$ cat config.mk
export PLATFORM = sky130hd
export DESIGN_NAME = sha1_block_compression
export DESIGN_NICKNAME = d
export VERILOG_FILES = /design/src/hdl/sha1bc_pkg.sv /design/src/hdl/sha1_block_compression.sv
export SDC_FILE = /design/constraint.sdc
export NUM_CORES = 2
export LEC_CHECK = 0
export BUFFER_PORTS_ARGS = -buffer_cell sky130_fd_sc_hd__buf_2
export CORE_ASPECT_RATIO = 1.1
export CORE_UTILIZATION = 44
export CTS_CLUSTER_DIAMETER = 200
export DETAILED_ROUTE_END_ITERATION = 8
export SLEW_MARGIN = 0
export SYNTH_ARGS = -nofsm -noshare
export SYNTH_HDL_FRONTEND = slang
export SYNTH_SLANG_ARGS = --single-unit
$ cat constraint.sdc
create_clock -name aclk -period 123.3 [get_ports aclk]
set_clock_uncertainty 0.2 [all_clocks]
set_input_delay 24.66 -clock aclk [delete_from_list [all_inputs] [get_ports aclk]]
set_output_delay 24.66 -clock aclk [all_outputs]
set_load 0.02 [all_outputs]
$ cat src/hdl/sha1bc_pkg.sv
// shared types and constants of the sha1 block compression engine
package sha1bc_pkg;

    localparam int WORD_W      = 32;
    localparam int CHAIN_WORDS = 5;
    localparam int BLOCK_WORDS = 16;
    localparam int ROUNDS      = 80;

    typedef logic [WORD_W-1:0] word_t;

    // initial chaining value, h0 at index 0
    localparam word_t [CHAIN_WORDS-1:0] SHA1_IV = {
        32'hC3D2E1F0, 32'h10325476, 32'h98BADCFE, 32'hEFCDAB89, 32'h67452301
    };

    // round constants, one per group of twenty rounds
    localparam word_t K_ROUND0 = 32'h5A827999;
    localparam word_t K_ROUND1 = 32'h6ED9EBA1;
    localparam word_t K_ROUND2 = 32'h8F1BBCDC;
    localparam word_t K_ROUND3 = 32'hCA62C1D6;

endpackage

$ cat src/hdl/sha1_block_compression.sv
// sha1 block compression: gathers 16 words, runs 80 rounds, emits the chaining value
//
//  channel | ports                      | tdata                  | tuser / tlast
//  --------+----------------------------+------------------------+---------------------------
//  input   | s_tvalid s_tready s_tdata  | [31:0] message_word    | tuser[0] first_of_message
//  result  | m_tvalid m_tready m_tdata  | [31:0] digest_word     | tlast digest_last
//
// words 1 to 15 of a block are only gathered; the 16th starts the 80 rounds
// on the single round adder, then the ST_ADD state adds into the chaining value,
// then five result items follow, one per cycle while m_tready is high. s_tready
// is low from the 16th word until the fifth result is taken. reset reloads the
// initial chaining value and empties the block.
module sha1_block_compression (
    input  logic              aclk,
    input  logic              aresetn,
    input  logic              s_tvalid,
    output logic              s_tready,
    input  sha1bc_pkg::word_t s_tdata,   // [31:0] message_word
    input  logic              s_tuser,   // [0] first_of_message
    output logic              m_tvalid,
    input  logic              m_tready,
    output sha1bc_pkg::word_t m_tdata,   // [31:0] digest_word
    output logic              m_tlast
);
    import sha1bc_pkg::*;

    localparam int CNT_W = $clog2(BLOCK_WORDS);
    localparam int RND_W = $clog2(ROUNDS);
    localparam int IDX_W = $clog2(CHAIN_WORDS);

    localparam logic [CNT_W-1:0] LAST_WORD  = CNT_W'(BLOCK_WORDS - 1);
    localparam logic [RND_W-1:0] LAST_ROUND = RND_W'(ROUNDS - 1);
    localparam logic [RND_W-1:0] END_PHASE0 = RND_W'(20);
    localparam logic [RND_W-1:0] END_PHASE1 = RND_W'(40);
    localparam logic [RND_W-1:0] END_PHASE2 = RND_W'(60);
    localparam logic [IDX_W-1:0] LAST_IDX   = IDX_W'(CHAIN_WORDS - 1);

    typedef enum logic [1:0] {
        ST_LOAD,
        ST_ROUND,
        ST_ADD,
        ST_EMIT
    } state_t;

    state_t                         state_reg,  state_next;
    logic  [CNT_W-1:0]              cnt_reg,    cnt_next;
    logic  [RND_W-1:0]              rnd_reg,    rnd_next;
    logic  [IDX_W-1:0]              idx_reg,    idx_next;
    word_t [CHAIN_WORDS-1:0]        chain_reg,  chain_next;
    word_t [BLOCK_WORDS-1:0]        sched_reg,  sched_next;
    word_t                          a_reg, b_reg, c_reg, d_reg, e_reg;
    word_t                          a_next, b_next, c_next, d_next, e_next;

    logic  s_accept;
    word_t f_val;
    word_t k_val;
    word_t t_val;
    word_t w_new;

    assign s_accept = s_tvalid && s_tready;

    // round function and constant by round group
    always_comb begin
        if (rnd_reg < END_PHASE0) begin
            f_val = d_reg ^ (b_reg & (c_reg ^ d_reg));
            k_val = K_ROUND0;
        end else if (rnd_reg < END_PHASE1) begin
            f_val = b_reg ^ c_reg ^ d_reg;
            k_val = K_ROUND1;
        end else if (rnd_reg < END_PHASE2) begin
            f_val = (b_reg & c_reg) | (b_reg & d_reg) | (c_reg & d_reg);
            k_val = K_ROUND2;
        end else begin
            f_val = b_reg ^ c_reg ^ d_reg;
            k_val = K_ROUND3;
        end
    end

    assign t_val = {a_reg[WORD_W-6:0], a_reg[WORD_W-1:WORD_W-5]}
                   + f_val + e_reg + k_val + sched_reg[0];

    // schedule window: sched_reg[0] is the word of the current round
    always_comb begin
        word_t x;
        x     = sched_reg[13] ^ sched_reg[8] ^ sched_reg[2] ^ sched_reg[0];
        w_new = {x[WORD_W-2:0], x[WORD_W-1]};
    end

    always_comb begin
        state_next = state_reg;
        cnt_next   = cnt_reg;
        rnd_next   = rnd_reg;
        idx_next   = idx_reg;
        chain_next = chain_reg;
        sched_next = sched_reg;
        a_next     = a_reg;
        b_next     = b_reg;
        c_next     = c_reg;
        d_next     = d_reg;
        e_next     = e_reg;
        case (state_reg)
            ST_LOAD: begin
                if (s_accept) begin
                    sched_next = {s_tdata, sched_reg[BLOCK_WORDS-1:1]};
                    if (s_tuser) begin
                        // fresh message: drop gathered words, restart chain
                        chain_next = SHA1_IV;
                        cnt_next   = CNT_W'(1);
                    end else begin
                        cnt_next = cnt_reg + CNT_W'(1);
                        if (cnt_reg == LAST_WORD) begin
                            state_next = ST_ROUND;
                            rnd_next   = '0;
                            a_next     = chain_reg[0];
                            b_next     = chain_reg[1];
                            c_next     = chain_reg[2];
                            d_next     = chain_reg[3];
                            e_next     = chain_reg[4];
                        end
                    end
                end
            end
            ST_ROUND: begin
                a_next     = t_val;
                b_next     = a_reg;
                c_next     = {b_reg[1:0], b_reg[WORD_W-1:2]};
                d_next     = c_reg;
                e_next     = d_reg;
                sched_next = {w_new, sched_reg[BLOCK_WORDS-1:1]};
                rnd_next   = rnd_reg + RND_W'(1);
                if (rnd_reg == LAST_ROUND) begin
                    state_next = ST_ADD;
                end
            end
            ST_ADD: begin
                chain_next[0] = chain_reg[0] + a_reg;
                chain_next[1] = chain_reg[1] + b_reg;
                chain_next[2] = chain_reg[2] + c_reg;
                chain_next[3] = chain_reg[3] + d_reg;
                chain_next[4] = chain_reg[4] + e_reg;
                idx_next      = '0;
                state_next    = ST_EMIT;
            end
            ST_EMIT: begin
                if (m_tready) begin
                    if (idx_reg == LAST_IDX) begin
                        state_next = ST_LOAD;
                    end else begin
                        idx_next = idx_reg + IDX_W'(1);
                    end
                end
            end
            default: begin
                state_next = ST_LOAD;
            end
        endcase
    end

    always_ff @(posedge aclk) begin
        if (!aresetn) begin
            state_reg <= ST_LOAD;
            cnt_reg   <= '0;
            rnd_reg   <= '0;
            idx_reg   <= '0;
            chain_reg <= SHA1_IV;
        end else begin
            state_reg <= state_next;
            cnt_reg   <= cnt_next;
            rnd_reg   <= rnd_next;
            idx_reg   <= idx_next;
            chain_reg <= chain_next;
        end
    end

    always_ff @(posedge aclk) begin
        sched_reg <= sched_next;
        a_reg     <= a_next;
        b_reg     <= b_next;
        c_reg     <= c_next;
        d_reg     <= d_next;
        e_reg     <= e_next;
    end

    assign s_tready = (state_reg == ST_LOAD);
    assign m_tvalid = (state_reg == ST_EMIT);
    assign m_tdata  = chain_reg[idx_reg];
    assign m_tlast  = (idx_reg == LAST_IDX);

endmodule

==> flow_summary.json <==
{
  "synth_top_area_share": 0.4665,
  "rsz0062_at_grt": "no",
  "ctsResizeCount": 0,
  "fp.dieH_um": 330.9,
  "setup_viol": 0,
  "vias_per_cell": 5.636,
  "cts_root_buf": "clkbuf_16",
  "finalNetCount": 3914,
  "synth.distinct_cells": 84,
  "syn_avg_cell_area_um2": 12.44,
  "arrival_ns": 28.48,
  "cp-end-kind": "flip-flop",
  "slew_headroom": -0.01681,
  "synthCells": 3477,
  "diodes": 0,
  "maxCapViolCount": 0,
  "slowest_delay_ns": 0.93,
  "pre_cts_slack_ns": 94.18,
  "ys.flop_type": "edfxtp_1",
  "drtIter0Drc": 2403,
  "largest_reg_flops": 512,
  "drc": 9,
  "max-vdd-ir-drop_mv": 0.01222,
  "status": "complete, but fails checks",
  "final_antenna_net_count": 0,
  "cpMaxStageDelayCell": "buf_4",
  "path_cells": "buf_2, nand2_1, o21ai_4, buf_4, buf_4, buf_4, buf_4",
  "io_buffers": 71,
  "cts_hold_buf": 0,
  "syn_area_mm2": 0.04326,
  "cts_buffers": 90,
  "grt_pass1_vias": 26461,
  "failed_checks": "design-rule violations, max-slew violations",
  "io_pins": 72,
  "synth_commonest_cells": "edfxtp_1 (672), inv_1 (253), nor2_1 (230), a21oi_1 (220), nand2_1 (212)",
  "die_w_um": 301.0,
  "p_per_area_mw_per_mm2": 22.21,
  "fin_crit_sh": 0.2303,
  "cp-start-kind": "primary input",
  "htreeDepth": 3,
  "cts_tree": "yes",
  "synth_seq_cells": 848,
  "grt_remaining_overflow": 0,
  "via_count": 27672,
  "post_cts_buffers": 0,
  "grt_pass1_wl_mm": 167.3,
  "hold_class": "flip-flop to flip-flop",
  "hold_viol": 0,
  "synthArstFlopShare": 0,
  "drv_slew": 24,
  "cts_buffer_depth": 3,
  "grt_use_total": 0.2246,
  "syn-num-nets": 3838,
  "clk_latency_ns": 0.68,
  "grt_max_degree": 167,
  "cellLeakagePower_nw": 18.05,
  "cp_common_cell": "buf_4",
  "dp_hpwl_mm": 74.45,
  "die_area_mm2": 0.09958,
  "finalSetupTns_ns": 0,
  "crit_fanout": 85,
  "gp_congestion": 0.8905,
  "initial_core_util": 0.4440,
  "yosysTopAreaCell": "edfxtp_1",
  "rows": 120,
  "fin_crit_ns": 28.40,
  "synth_edf_count": 672,
  "crit_type": "primary input to flip-flop",
  "wl_per_cell_um": 22.83,
  "yosys.cell_count.top_type": "edfxtp_1",
  "max_freq_mhz": 35.21,
  "cts_sinks": 848,
  "synth_seq_area_share": 0.5479,
  "area_delta_synth_final_pct": 11.31,
  "coreArea_mm2": 0.09744,
  "yosysWarnings": 0,
  "critPathRequiredTime_ns": 123.37,
  "worst_pin_slew_ns": 1.525,
  "path_clk_slew_ns": 0.06,
  "netlist_top_cells_area": "edfxtp_1 (47%), dfxtp_1 (8.1%), fa_1 (5.8%)",
  "antenna_found_initial": 3,
  "drive_gt1_frac": 0.1298,
  "routed_wl_mm": 112.1,
  "drtPass1Iterations": 7,
  "setup_slack_ns": 94.90
}
cells in the final DEF (no fill, tap or decap), types with 19 or more instances in the layout:
master,Yosys,layout
edfxtp_1,672,672
inv_1,253,252
nor2_1,230,226
a21oi_1,220,220
nand2_1,212,210
ha_1,199,198
xnor2_1,182,182
dfxtp_1,176,173
mux2_2,156,156
o21ai_0,154,152
fa_1,125,125
clkbuf_16,0,91
a21o_1,89,89
buf_2,1,71
xor2_1,68,68
nand3_1,51,51
o22ai_1,50,50
nor3_1,37,37
mux2i_1,36,36
mux4_2,32,32
a22oi_1,31,31
nand2b_1,26,26
nand4_1,25,25
buf_4,0,25
a31oi_1,23,23
or3_1,22,22
and3_1,21,21
o21bai_1,21,21
o21a_1,21,20
a211oi_1,20,20
clkinv_2,0,19
cell families (layout without fill, tap and decap cells):
logic type	count (synthesis)	in the layout	share of synthesized area
flip-flops	848	848	0.5479
adder cells (fa/ha/maj)	324	324	0.1154
XOR/XNOR	250	250	0.05061
AND/OR/NAND/NOR	689	689	0.07294
multiplexers	225	225	0.06594
buffers and inverters	368	520	0.03196
AO/OA/AOI/OAI	773	773	0.1153
worst max-delay path, delay by kind of cell:
family | cells | cell delay (ns)
buffers and inverters | 5 | 3.33
AO/OA/AOI/OAI | 1 | 0.11
AND/OR/NAND/NOR | 1 | 0.17
final timing paths:
kind / cells past startpoint / end / from / slack (ns)
min reg2reg: 0 / sched_reg[120] / sched_reg[152] / 0.18
max reg2reg: 22 / a_reg[28] / rnd_reg[4] / 116.22
max: 7 / sched_reg[399] / s_tvalid / 94.90
min: 0 / sched_reg[120] / sched_reg[152] / 0.18
layer usage:
metal | global-route usage | routed length [um] | vias to the layer above
met2 | 0.3560 | 51630 | 842
met5 | 0 | 0 | -
met1 | 0.3155 | 50180 | 13704
met3 | 0.03168 | 6512 | 191
li1 | - | - | 12935
met4 | 0.07956 | 3755 | 0
through the flow:
stage | total power (W) | util | hold slack (ns) | cell area, um^2 | std cells
detailed placement | 0.0007911 | 0.4629 | 0.2045 | 45110 | 4742
finish | 0.001069 | 0.4942 | 0.1791 | 48150 | 4910
CTS | 0.001076 | 0.4942 | 0.1791 | 48150 | 4910
global route | 0.001134 | 0.4942 | 0.1892 | 48150 | 4910
global placement | 0.0007867 | 0.4629 | 0.2003 | 45110 | 4742
floorplan | 0.0007650 | - | 0.2003 | 43260 | 3477
report_power, final:
part           internal [W]  total (W)  switching [W]
sequential         0.000398   0.000429      0.0000313
clock              0.000162   0.000280       0.000118
combinational      0.000148   0.000360       0.000212
final cells by class:
class	instances	area, um^2
tap	1281	1603
sequential	848	23710
clock buffer	113	2430
inverter	254	953.4
clock inverter	55	615.6
fill	8497	49290
timing repair buffer	98	583.1
multi-input combinational	2261	18260
Note: power is estimated with default switching activity, not from simulation.
